--- config.mk ---
export PLATFORM = sky130hd
export DESIGN_NAME = ip_address_text_validator
export DESIGN_NICKNAME = d
export VERILOG_FILES = /design/src/rtl/ipv_pkg.sv /design/src/rtl/ip_address_text_validator.sv /design/src/rtl/ipv_front.sv /design/src/rtl/ipv_back.sv
export SDC_FILE = /design/constraint.sdc
export NUM_CORES = 1
export LEC_CHECK = 0
export BUFFER_PORTS_ARGS = -buffer_cell sky130_fd_sc_hd__buf_2
export CORE_ASPECT_RATIO = 0.8
export CORE_MARGIN = 4
export CORE_UTILIZATION = 40
export CTS_BUF_LIST = sky130_fd_sc_hd__clkbuf_8
export DETAILED_ROUTE_END_ITERATION = 8
export PLACE_DENSITY = 0.62
export SETUP_SLACK_MARGIN = 0.15
export SLEW_MARGIN = 30
export SYNTH_ARGS = -nofsm -noshare
export SYNTH_HDL_FRONTEND = slang
export SYNTH_SLANG_ARGS = --single-unit
export TNS_END_PERCENT = 10
--- constraint.sdc ---
create_clock -name clk_i -period 6.1 [get_ports clk_i]
set_input_delay 0.305 -clock clk_i [delete_from_list [all_inputs] [get_ports clk_i]]
set_output_delay 0.305 -clock clk_i [all_outputs]
set_load 0.005 [all_outputs]
--- src/rtl/ipv_pkg.sv ---
// Shared types, constants and helpers of the address text validator.
// Depends on nothing; imported by the front, back and top-level modules.
package ipv_pkg;

  // Character classes produced by the front end.
  typedef enum logic [2:0] {
    CLS_DEC,
    CLS_HEX,
    CLS_DOT,
    CLS_COLON,
    CLS_END,
    CLS_OTHER
  } cls_e;

  // Head of the class queue as seen by the back end.
  typedef struct packed {
    logic valid;
    cls_e cls;
  } q_head_t;

  // One finished verdict.
  typedef struct packed {
    logic v4;
    logic v6;
    logic any;
  } verdict_t;

  // Dotted-quad checker state.
  typedef struct packed {
    logic [1:0] digits;
    logic [2:0] groups;
    logic       failed;
  } v4_state_t;

  // Colon-hex checker state.
  typedef struct packed {
    logic [2:0] dec_cnt;
    logic [2:0] hex_cnt;
    logic [3:0] colon_groups;
    logic [2:0] dot_groups;
    logic       seen_double;
    logic       colon_pending;
    logic       failed;
  } v6_state_t;

  // Character codes.
  localparam logic [7:0] CHAR_NUL   = 8'h00;
  localparam logic [7:0] CHAR_DOT   = 8'h2E;
  localparam logic [7:0] CHAR_COLON = 8'h3A;
  localparam logic [7:0] CHAR_0     = 8'h30;
  localparam logic [7:0] CHAR_9     = 8'h39;
  localparam logic [7:0] CHAR_LA    = 8'h61;
  localparam logic [7:0] CHAR_LF    = 8'h66;
  localparam logic [7:0] CHAR_UA    = 8'h41;
  localparam logic [7:0] CHAR_UF    = 8'h46;

  // Group limits of both forms.
  localparam logic [1:0] V4_MAX_DIGITS      = 2'd3;
  localparam logic [2:0] V4_GROUPS          = 3'd4;
  localparam logic [3:0] V6_GROUP_DIGITS    = 4'd4;
  localparam logic [3:0] V6_GROUPS_FULL     = 4'd8;
  localparam logic [3:0] V6_GROUPS_DOUBLE   = 4'd7;
  localparam logic [3:0] V6_TAIL_MAX_GROUPS = 4'd6;
  localparam logic [2:0] V6_TAIL_DEC_MAX    = 3'd3;
  localparam logic [2:0] V6_TAIL_GROUPS     = 3'd4;

  // Saturating increments.
  function automatic logic [2:0] sat_inc3(input logic [2:0] v);
    return (v == 3'd7) ? v : v + 3'd1;
  endfunction

  function automatic logic [3:0] sat_inc4(input logic [3:0] v);
    return (v == 4'd15) ? v : v + 4'd1;
  endfunction

endpackage

--- src/rtl/ip_address_text_validator.sv ---
// Top level of the IPv4/IPv6 address text validator.
// Depends on ipv_pkg, ipv_front and ipv_back.
//
// Channel   Direction  Handshake          Payload
// input     in         push / full        text_char_i (8 bits, 0 ends a string)
// result    out        empty / pop        valid_v4_o, valid_v6_o, valid_any_o
//
// One character is taken every cycle while full is low.
// A terminator passes through the class queue and then into the result
// register, whose content shows on the ports; a waiting result holds it.
// Reset clears the queue, both checkers and the result valid flag.
// While a result waits, characters keep flowing into the checkers; only a
// second terminator stalls at the queue head, and full rises once the
// QDEPTH-entry queue fills behind it.
module ip_address_text_validator import ipv_pkg::*; #(
  parameter int unsigned QDEPTH = 4
) (
  input  logic       clk_i,
  input  logic       rst_ni,
  input  logic       push,
  output logic       full,
  input  logic [7:0] text_char_i,
  output logic       empty,
  input  logic       pop,
  output logic       valid_v4_o,
  output logic       valid_v6_o,
  output logic       valid_any_o
);

  q_head_t  head;
  logic     deq;
  logic     res_valid;
  verdict_t res;

  // Front end: classify and queue.
  ipv_front #(
    .DEPTH(QDEPTH)
  ) u_front (
    .clk_i      (clk_i),
    .rst_ni     (rst_ni),
    .push_i     (push),
    .text_char_i(text_char_i),
    .full_o     (full),
    .head_o     (head),
    .deq_i      (deq)
  );

  // Back end: checkers and result register.
  ipv_back u_back (
    .clk_i      (clk_i),
    .rst_ni     (rst_ni),
    .head_i     (head),
    .deq_o      (deq),
    .pop_i      (pop),
    .res_valid_o(res_valid),
    .res_o      (res)
  );

  assign empty       = !res_valid;
  assign valid_v4_o  = res.v4;
  assign valid_v6_o  = res.v6;
  assign valid_any_o = res.any;

endmodule

--- src/rtl/ipv_front.sv ---
// Front end: accepts characters, classifies them and queues the classes.
// Depends on ipv_pkg; instantiated by ip_address_text_validator.
module ipv_front import ipv_pkg::*; #(
  parameter int unsigned DEPTH = 4
) (
  input  logic       clk_i,
  input  logic       rst_ni,
  input  logic       push_i,
  input  logic [7:0] text_char_i,
  output logic       full_o,
  output q_head_t    head_o,
  input  logic       deq_i
);

  localparam int unsigned AW = (DEPTH > 1) ? $clog2(DEPTH) : 1;
  localparam int unsigned CW = $clog2(DEPTH + 1);

  cls_e          mem_q [DEPTH];
  logic [AW-1:0] wr_ptr_q, wr_ptr_d;
  logic [AW-1:0] rd_ptr_q, rd_ptr_d;
  logic [CW-1:0] cnt_q, cnt_d;
  logic          wr_en;
  logic          rd_en;
  cls_e          cls;

  // Sort the incoming byte into its character class.
  always_comb begin
    if (text_char_i == CHAR_NUL) begin
      cls = CLS_END;
    end else if (text_char_i >= CHAR_0 && text_char_i <= CHAR_9) begin
      cls = CLS_DEC;
    end else if ((text_char_i >= CHAR_LA && text_char_i <= CHAR_LF) ||
                 (text_char_i >= CHAR_UA && text_char_i <= CHAR_UF)) begin
      cls = CLS_HEX;
    end else if (text_char_i == CHAR_DOT) begin
      cls = CLS_DOT;
    end else if (text_char_i == CHAR_COLON) begin
      cls = CLS_COLON;
    end else begin
      cls = CLS_OTHER;
    end
  end

  assign full_o       = (cnt_q == CW'(DEPTH));
  assign wr_en        = push_i && !full_o;
  assign rd_en        = deq_i && (cnt_q != '0);
  assign head_o.valid = (cnt_q != '0);
  assign head_o.cls   = mem_q[rd_ptr_q];

  // Pointer and fill-count update of the circular queue.
  always_comb begin
    wr_ptr_d = wr_ptr_q;
    rd_ptr_d = rd_ptr_q;
    cnt_d    = cnt_q;
    if (wr_en) begin
      wr_ptr_d = (wr_ptr_q == AW'(DEPTH - 1)) ? '0 : wr_ptr_q + AW'(1);
    end
    if (rd_en) begin
      rd_ptr_d = (rd_ptr_q == AW'(DEPTH - 1)) ? '0 : rd_ptr_q + AW'(1);
    end
    if (wr_en && !rd_en) begin
      cnt_d = cnt_q + CW'(1);
    end else if (rd_en && !wr_en) begin
      cnt_d = cnt_q - CW'(1);
    end
  end

  always_ff @(posedge clk_i or negedge rst_ni) begin
    if (!rst_ni) begin
      wr_ptr_q <= '0;
      rd_ptr_q <= '0;
      cnt_q    <= '0;
    end else begin
      wr_ptr_q <= wr_ptr_d;
      rd_ptr_q <= rd_ptr_d;
      cnt_q    <= cnt_d;
    end
  end

  // Queue storage holds payload only and needs no reset.
  always_ff @(posedge clk_i) begin
    if (wr_en) begin
      mem_q[wr_ptr_q] <= cls;
    end
  end

endmodule

--- src/rtl/ipv_back.sv ---
// Back end: runs both address checkers over queued classes and holds the verdict.
// Depends on ipv_pkg; instantiated by ip_address_text_validator.
module ipv_back import ipv_pkg::*; (
  input  logic     clk_i,
  input  logic     rst_ni,
  input  q_head_t  head_i,
  output logic     deq_o,
  input  logic     pop_i,
  output logic     res_valid_o,
  output verdict_t res_o
);

  v4_state_t v4_q, v4_d;
  v6_state_t v6_q, v6_d;
  v6_state_t v6_nxt;
  logic      out_valid_q, out_valid_d;
  verdict_t  out_q, out_d;
  logic      is_end;
  logic      stop;
  logic      ok4, ok6;
  logic [3:0] digit_sum;

  assign is_end = (head_i.cls == CLS_END);
  assign deq_o  = head_i.valid && (!is_end || !out_valid_q || pop_i);

  // Dotted-quad checker step for one non-terminator class.
  always_comb begin
    v4_d = v4_q;
    if (!v4_q.failed) begin
      unique case (head_i.cls)
        CLS_DEC: begin
          if (v4_q.digits == 2'd0) begin
            v4_d.groups = sat_inc3(v4_q.groups);
          end
          if (v4_q.digits == V4_MAX_DIGITS) begin
            v4_d.failed = 1'b1;
          end else begin
            v4_d.digits = v4_q.digits + 2'd1;
          end
        end
        CLS_DOT: begin
          if (v4_q.digits == 2'd0 || v4_q.groups == V4_GROUPS) begin
            v4_d.failed = 1'b1;
          end else begin
            v4_d.digits = 2'd0;
          end
        end
        CLS_END: v4_d = v4_q;
        default: v4_d.failed = 1'b1;
      endcase
    end
  end

  // Colon-hex checker step; a held colon is resolved before the new class.
  always_comb begin
    v6_nxt    = v6_q;
    stop      = v6_q.failed;
    digit_sum = '0;
    if (!stop && v6_q.colon_pending) begin
      v6_nxt.colon_pending = 1'b0;
      if (head_i.cls == CLS_COLON) begin
        if (v6_q.seen_double) begin
          v6_nxt.failed = 1'b1;
        end else begin
          v6_nxt.seen_double  = 1'b1;
          v6_nxt.colon_groups = sat_inc4(v6_q.colon_groups);
          v6_nxt.dec_cnt      = '0;
          v6_nxt.hex_cnt      = '0;
        end
        stop = 1'b1;
      end else if (!v6_q.seen_double && v6_q.dec_cnt == '0 && v6_q.hex_cnt == '0) begin
        v6_nxt.failed = 1'b1;
        stop          = 1'b1;
      end else begin
        v6_nxt.colon_groups = sat_inc4(v6_q.colon_groups);
        v6_nxt.dec_cnt      = '0;
        v6_nxt.hex_cnt      = '0;
      end
    end
    v6_d = v6_nxt;
    if (!stop) begin
      digit_sum = {1'b0, v6_nxt.dec_cnt} + {1'b0, v6_nxt.hex_cnt};
      priority if (head_i.cls == CLS_DEC) begin
        v6_d.dec_cnt = sat_inc3(v6_nxt.dec_cnt);
      end else if (head_i.cls == CLS_HEX) begin
        v6_d.hex_cnt = sat_inc3(v6_nxt.hex_cnt);
      end else if (head_i.cls == CLS_COLON ||
                   (head_i.cls == CLS_END && v6_nxt.dot_groups == '0)) begin
        // Close a hex group at a colon or at the end of a pure hex string.
        if (v6_nxt.dot_groups != '0 || digit_sum > V6_GROUP_DIGITS ||
            (!v6_nxt.seen_double && v6_nxt.colon_groups == V6_GROUPS_FULL) ||
            (v6_nxt.seen_double && v6_nxt.colon_groups == V6_GROUPS_DOUBLE)) begin
          v6_d.failed = 1'b1;
        end else if (head_i.cls == CLS_COLON) begin
          v6_d.colon_pending = 1'b1;
        end else if (!v6_nxt.seen_double && v6_nxt.dec_cnt == '0 &&
                     v6_nxt.hex_cnt == '0) begin
          v6_d.failed = 1'b1;
        end else begin
          v6_d.colon_groups = sat_inc4(v6_nxt.colon_groups);
          v6_d.dec_cnt      = '0;
          v6_d.hex_cnt      = '0;
        end
      end else if (head_i.cls == CLS_DOT || head_i.cls == CLS_END) begin
        // Close one group of the dotted tail.
        if (v6_nxt.colon_groups == '0 || v6_nxt.colon_groups > V6_TAIL_MAX_GROUPS ||
            v6_nxt.hex_cnt != '0 || v6_nxt.dec_cnt > V6_TAIL_DEC_MAX) begin
          v6_d.failed = 1'b1;
        end else begin
          v6_d.dot_groups = sat_inc3(v6_nxt.dot_groups);
          v6_d.dec_cnt    = '0;
        end
      end else begin
        v6_d.failed = 1'b1;
      end
    end
  end

  // Final verdict from the state after the terminator was applied.
  always_comb begin
    ok4 = !v4_q.failed && v4_q.groups == V4_GROUPS;
    ok6 = !v6_d.failed;
    if (ok6 && v6_d.dot_groups != '0 && v6_d.dot_groups != V6_TAIL_GROUPS) begin
      ok6 = 1'b0;
    end
    if (ok6 && !v6_d.seen_double) begin
      if ((v6_d.dot_groups == '0 && v6_d.colon_groups != V6_GROUPS_FULL) ||
          (v6_d.dot_groups == V6_TAIL_GROUPS &&
           v6_d.colon_groups != V6_TAIL_MAX_GROUPS)) begin
        ok6 = 1'b0;
      end
    end
  end

  // Result register: loaded at a terminator, cleared when the result is popped.
  always_comb begin
    out_valid_d = out_valid_q;
    out_d       = out_q;
    if (deq_o && is_end) begin
      out_valid_d = 1'b1;
      out_d.v4    = ok4;
      out_d.v6    = ok6;
      out_d.any   = ok4 || ok6;
    end else if (pop_i) begin
      out_valid_d = 1'b0;
    end
  end

  always_ff @(posedge clk_i or negedge rst_ni) begin
    if (!rst_ni) begin
      v4_q        <= '0;
      v6_q        <= '0;
      out_valid_q <= 1'b0;
    end else begin
      out_valid_q <= out_valid_d;
      if (deq_o) begin
        if (is_end) begin
          v4_q <= '0;
          v6_q <= '0;
        end else begin
          v4_q <= v4_d;
          v6_q <= v6_d;
        end
      end
    end
  end

  always_ff @(posedge clk_i) begin
    out_q <= out_d;
  end

  assign res_valid_o = out_valid_q;
  assign res_o       = out_q;

endmodule

==> run_summary.xml <==
<?xml version="1.0" encoding="UTF-8"?>
<metrics>
  <group name="route">
    <metric name="antenna_left" unit="">0</metric>
    <metric name="wirelength" unit="um">8090</metric>
    <metric name="detail_route.wl_per_cell" unit="um">16.1</metric>
    <metric name="vias" unit="">2877</metric>
    <metric name="dr.pass1.iters" unit="">5</metric>
    <metric name="dr.first_iter.drc_count" unit="">221</metric>
    <metric name="drt-vias-per-instance" unit="">5.72</metric>
    <metric name="drc" unit="">0</metric>
  </group>
  <group name="global_routing">
    <metric name="antenna_found_initial" unit="">0</metric>
    <metric name="grt_first_pass_wirelength" unit="um">13600</metric>
    <metric name="grt_start_max_net_pins" unit="">31</metric>
    <metric name="groute.usage.overall" unit="%">16.4</metric>
    <metric name="grt_pass1_vias" unit="">2617</metric>
    <metric name="grt_overflow_total" unit="">0</metric>
  </group>
  <group name="sta">
    <metric name="timing_worst_slew_pin_value" unit="ns">0.804</metric>
    <metric name="grt_setup_unrepaired" unit="">false</metric>
    <metric name="period_share" unit="%">89.4</metric>
    <metric name="final.setup.tns" unit="ns">0</metric>
    <metric name="timing.slew.headroom" unit="%">46.2</metric>
    <metric name="max_freq" unit="MHz">183</metric>
    <metric name="setup-violations-final" unit="">0</metric>
    <metric name="slew_viol_final" unit="">0</metric>
    <metric name="period_needed" unit="ns">5.46</metric>
    <metric name="final_hold_viol_count" unit="">0</metric>
    <metric name="fin_worst_skew" unit="ns">0.0144</metric>
  </group>
  <group name="placement">
    <metric name="place_congestion" unit="">0.902</metric>
    <metric name="placed_cell_area" unit="mm2">0.00354</metric>
    <metric name="hpwl" unit="um">6170</metric>
    <metric name="buffer_ports.inserted" unit="">16</metric>
  </group>
  <group name="pwr">
    <metric name="power.density_cell_area" unit="mW/mm2">444</metric>
    <metric name="cellLeakagePower" unit="nW">1.53</metric>
    <metric name="peakVddDrop" unit="mV">0.238</metric>
  </group>
  <group name="clock_network">
    <metric name="cts_buffer_depth" unit="">2</metric>
    <metric name="number_of_instances_resized_during_post_cts_repair" unit="">0</metric>
    <metric name="tritoncts_sink_count" unit="">45</metric>
    <metric name="cts_inserted_buffers" unit="">5</metric>
    <metric name="cts_post_setup_buffers_inserted" unit="">0</metric>
    <metric name="cts_hold_repair.buffers" unit="">0</metric>
    <metric name="clk_pin_slew" unit="ns">0.09</metric>
    <metric name="clock_insertion_delay_worst_skew" unit="ns">0.30</metric>
    <metric name="library_cell_used_as_clock_root_buffer" unit="">sky130_fd_sc_hd__clkbuf_8</metric>
    <metric name="cts-htree-levels" unit="">2</metric>
    <metric name="tritoncts" unit="">built</metric>
  </group>
  <group name="worst_setup_path">
    <metric name="critPathKind" unit="">flop to flop</metric>
    <metric name="path_max_fanout" unit="">14</metric>
    <metric name="required" unit="ns">6.25</metric>
    <metric name="end_kind" unit="">flop</metric>
    <metric name="worstSetupStartpointType" unit="">flop</metric>
    <metric name="reg2reg_to" unit="">u_back.res_o[1]$_DFFE_PP_</metric>
    <metric name="worst-path-buf-inv" unit="">1</metric>
    <metric name="crit_chain" unit="">mux4_2, nand4b_2, nand2_1, nand2_1, inv_1, ha_1, fa_1, nor2_1, o21ai_0, a2111oi_1, o311ai_1, o22ai_2, nand2_1, or4_1, mux2i_1, or4_1, a31oi_1</metric>
    <metric name="slowest_stage" unit="">sky130_fd_sc_hd__mux4_2</metric>
    <metric name="crit_family" unit="">simple AND/OR/NAND/NOR gates</metric>
    <metric name="timing.critical_path.mode_cell" unit="">sky130_fd_sc_hd__nand2_1</metric>
    <metric name="timing.critical_path.arrival" unit="ns">5.61</metric>
    <metric name="timing.reg2reg.worst_path_depth" unit="">17</metric>
    <metric name="r2r_startpoint" unit="">u_front.rd_ptr_q[0]$_DFFE_PN0P_</metric>
    <metric name="regToRegSetupSlack" unit="ns">0.64</metric>
    <metric name="critPathMaxStageDelay" unit="ns">0.68</metric>
  </group>
  <group name="die">
    <metric name="fp.dieH" unit="um">90.7</metric>
    <metric name="initial_core_util" unit="%">42.1</metric>
    <metric name="die_w" unit="um">111</metric>
    <metric name="placement_rows" unit="">29</metric>
    <metric name="die_area" unit="mm2">0.0101</metric>
    <metric name="ioPinCount" unit="">17</metric>
    <metric name="fp.coreArea" unit="mm2">0.00813</metric>
  </group>
  <group name="final_layout">
    <metric name="antenna_cells" unit="">0</metric>
    <metric name="finish.instance_area" unit="mm2">0.00366</metric>
    <metric name="post_route_cells_drive_above_1_share" unit="%">9.62</metric>
    <metric name="design.final.nets" unit="">432</metric>
    <metric name="syn2layout_area_growth" unit="%">6.99</metric>
    <metric name="final_core_utilization" unit="%">45.0</metric>
    <metric name="filler_cell_count" unit="">825</metric>
  </group>
  <group name="synth">
    <metric name="syn-cell-area" unit="mm2">0.00342</metric>
    <metric name="synth.top_cell.area_share" unit="%">22.0</metric>
    <metric name="netlist_top_cells_count" unit="">sky130_fd_sc_hd__nand2_1 (41), sky130_fd_sc_hd__nor2_1 (36), sky130_fd_sc_hd__dfrtp_1 (30)</metric>
    <metric name="synth.ff_latch_count" unit="">45</metric>
    <metric name="dominantRegCellSynth" unit="">sky130_fd_sc_hd__dfrtp_1</metric>
    <metric name="synth_cells" unit="">388</metric>
    <metric name="ys.warnings.count" unit="">0</metric>
    <metric name="synth.yosys.seq_area_share" unit="%">35.1</metric>
    <metric name="postSynthNetCount" unit="">426</metric>
    <metric name="number_of_synthesized_flops_with_an_enable_pin" unit="">15</metric>
    <metric name="ys_types" unit="">65</metric>
    <metric name="netlist.top_cell.by_area" unit="">sky130_fd_sc_hd__dfrtp_1</metric>
    <metric name="synth_top_cells_by_area" unit="">sky130_fd_sc_hd__dfrtp_1 (22%), sky130_fd_sc_hd__edfxtp_1 (13%), sky130_fd_sc_hd__ha_1 (8.8%)</metric>
    <metric name="most_repeated_cell_in_the_gate_level_netlist_after_synthesis" unit="">sky130_fd_sc_hd__nand2_1</metric>
    <metric name="synth-async-reset-ratio" unit="%">66.7</metric>
    <metric name="synth.avg_cell_area" unit="um2">8.81</metric>
  </group>
  <group name="worst_hold_path">
    <metric name="hp-class" unit="">input port to asynchronous set/reset pin</metric>
  </group>
  <group name="flow_run">
    <metric name="maxCapViolCount" unit="">0</metric>
  </group>
  <group name="outcome">
    <metric name="status" unit="">finished clean</metric>
  </group>
</metrics>
[placed cells by master, fill, tap and decap left out, drive strengths merged, types with 3 or more instances in the layout]
master and n:
a2111oi 3, o21a 3, xor2 4, a21o 3, a21oi 20, mux4 3
nand3 13, xnor2 3, a211oi 4, o21ai 29, edfxtp 15, o22ai 4
nand2 41, inv 27, mux2 3, buf 17, ha 24, clkbuf 5
dfrtp 30, nor3 13, and2 11, a31oi 8, mux2i 6, nor2b 8
or3 4, o211ai 4, nor2 38, nand4 4, nand2b 6, nor3b 5
[worst reg2reg max path: stages (launching register included)]
cell and delay, ns:
sky130_fd_sc_hd__dfrtp_1 0.50, sky130_fd_sc_hd__mux4_2 0.68, sky130_fd_sc_hd__nand4b_2 0.33, sky130_fd_sc_hd__nand2_1 0.25, sky130_fd_sc_hd__nand2_1 0.13, sky130_fd_sc_hd__inv_1 0.10
sky130_fd_sc_hd__ha_1 0.19, sky130_fd_sc_hd__fa_1 0.42, sky130_fd_sc_hd__nor2_1 0.15, sky130_fd_sc_hd__o21ai_0 0.10, sky130_fd_sc_hd__a2111oi_1 0.50, sky130_fd_sc_hd__o311ai_1 0.22
sky130_fd_sc_hd__o22ai_2 0.25, sky130_fd_sc_hd__nand2_1 0.17, sky130_fd_sc_hd__or4_1 0.57, sky130_fd_sc_hd__mux2i_1 0.16, sky130_fd_sc_hd__or4_1 0.42, sky130_fd_sc_hd__a31oi_1 0.17
[cell type report]
class                           count  area, um2  share of cell area, %
Sequential cell                    45       1200                   32.8
Clock buffer                        5       68.8                   1.88
Clock inverter                      3       42.5                   1.16
Timing Repair Buffer               17       87.6                   2.39
Inverter                           26       97.6                   2.67
Tap cell                          108        135                   3.69
Multi-Input combinational cell    299       2020                   55.4
[power breakdown]
part | total [mW] | switching [mW] | internal (mW)
Sequential | 0.530 | 0.115 | 0.415
Combinational | 0.866 | 0.541 | 0.325
Clock | 0.228 | 0.106 | 0.121
[cells by family (layout without fill, tap and decap cells)]
family / count (synthesis) / in the layout / synth area share [%]
AO/OA/AOI/OAI: 100 / 100 / 19.7
XOR/XNOR: 7 / 7 / 1.79
adder cells (fa/ha/maj): 26 / 26 / 9.96
buffers and inverters: 44 / 51 / 5.67
flip-flops: 45 / 45 / 35.1
multiplexers: 12 / 12 / 4.83
AND/OR/NAND/NOR: 154 / 154 / 22.9
[routing by layer]
metal	global-route usage, %	vias to the layer above	wire length (um)
met1	26.0	1362	4190
met5	0	-	0
li1	-	1417	-
met2	22.6	85	3320
met3	2.68	13	453
met4	4.36	0	126
[sequential cells by signal, summed over array words and instances, names as in the netlist]
signal,count
u_back.res_o,3
u_front.rd_ptr_q,2
u_front.cnt_q,3
u_back.res_valid_o,1
u_front.mem_q,12
u_front.wr_ptr_q,2
u_back.v4_q,6
u_back.v6_nxt,3
u_back.v6_q,13
[metrics by stage]
stage               worst slack, ns  hold WS, ns  total power [mW]  instances
floorplan                      1.21      0.00941              1.18        388
global placement              0.737        0.395              1.37        495
detailed placement            0.518        0.399              1.39        495
CTS                           0.531       0.0706              1.62        503
global route                  0.207        0.108              1.77        503
finish                        0.644       0.0382              1.62        503
[worst max-delay path by stage]
stage                               startpoint                   endpoint  cells after the start
2_1_floorplan  u_front.rd_ptr_q[0]$_DFFE_PN0P_  u_back.res_o[1]$_DFFE_PP_                     15
3_3_place_gp   u_front.rd_ptr_q[0]$_DFFE_PN0P_  u_back.res_o[1]$_DFFE_PP_                     14
3_5_place_dp   u_front.rd_ptr_q[0]$_DFFE_PN0P_  u_back.res_o[1]$_DFFE_PP_                     14
4_1_cts        u_front.rd_ptr_q[0]$_DFFE_PN0P_  u_back.res_o[0]$_DFFE_PP_                     14
5_1_grt        u_front.rd_ptr_q[0]$_DFFE_PN0P_  u_back.res_o[1]$_DFFE_PP_                     17
6_report       u_front.rd_ptr_q[0]$_DFFE_PN0P_  u_back.res_o[1]$_DFFE_PP_                     17
(Power assumes the default switching activity.)
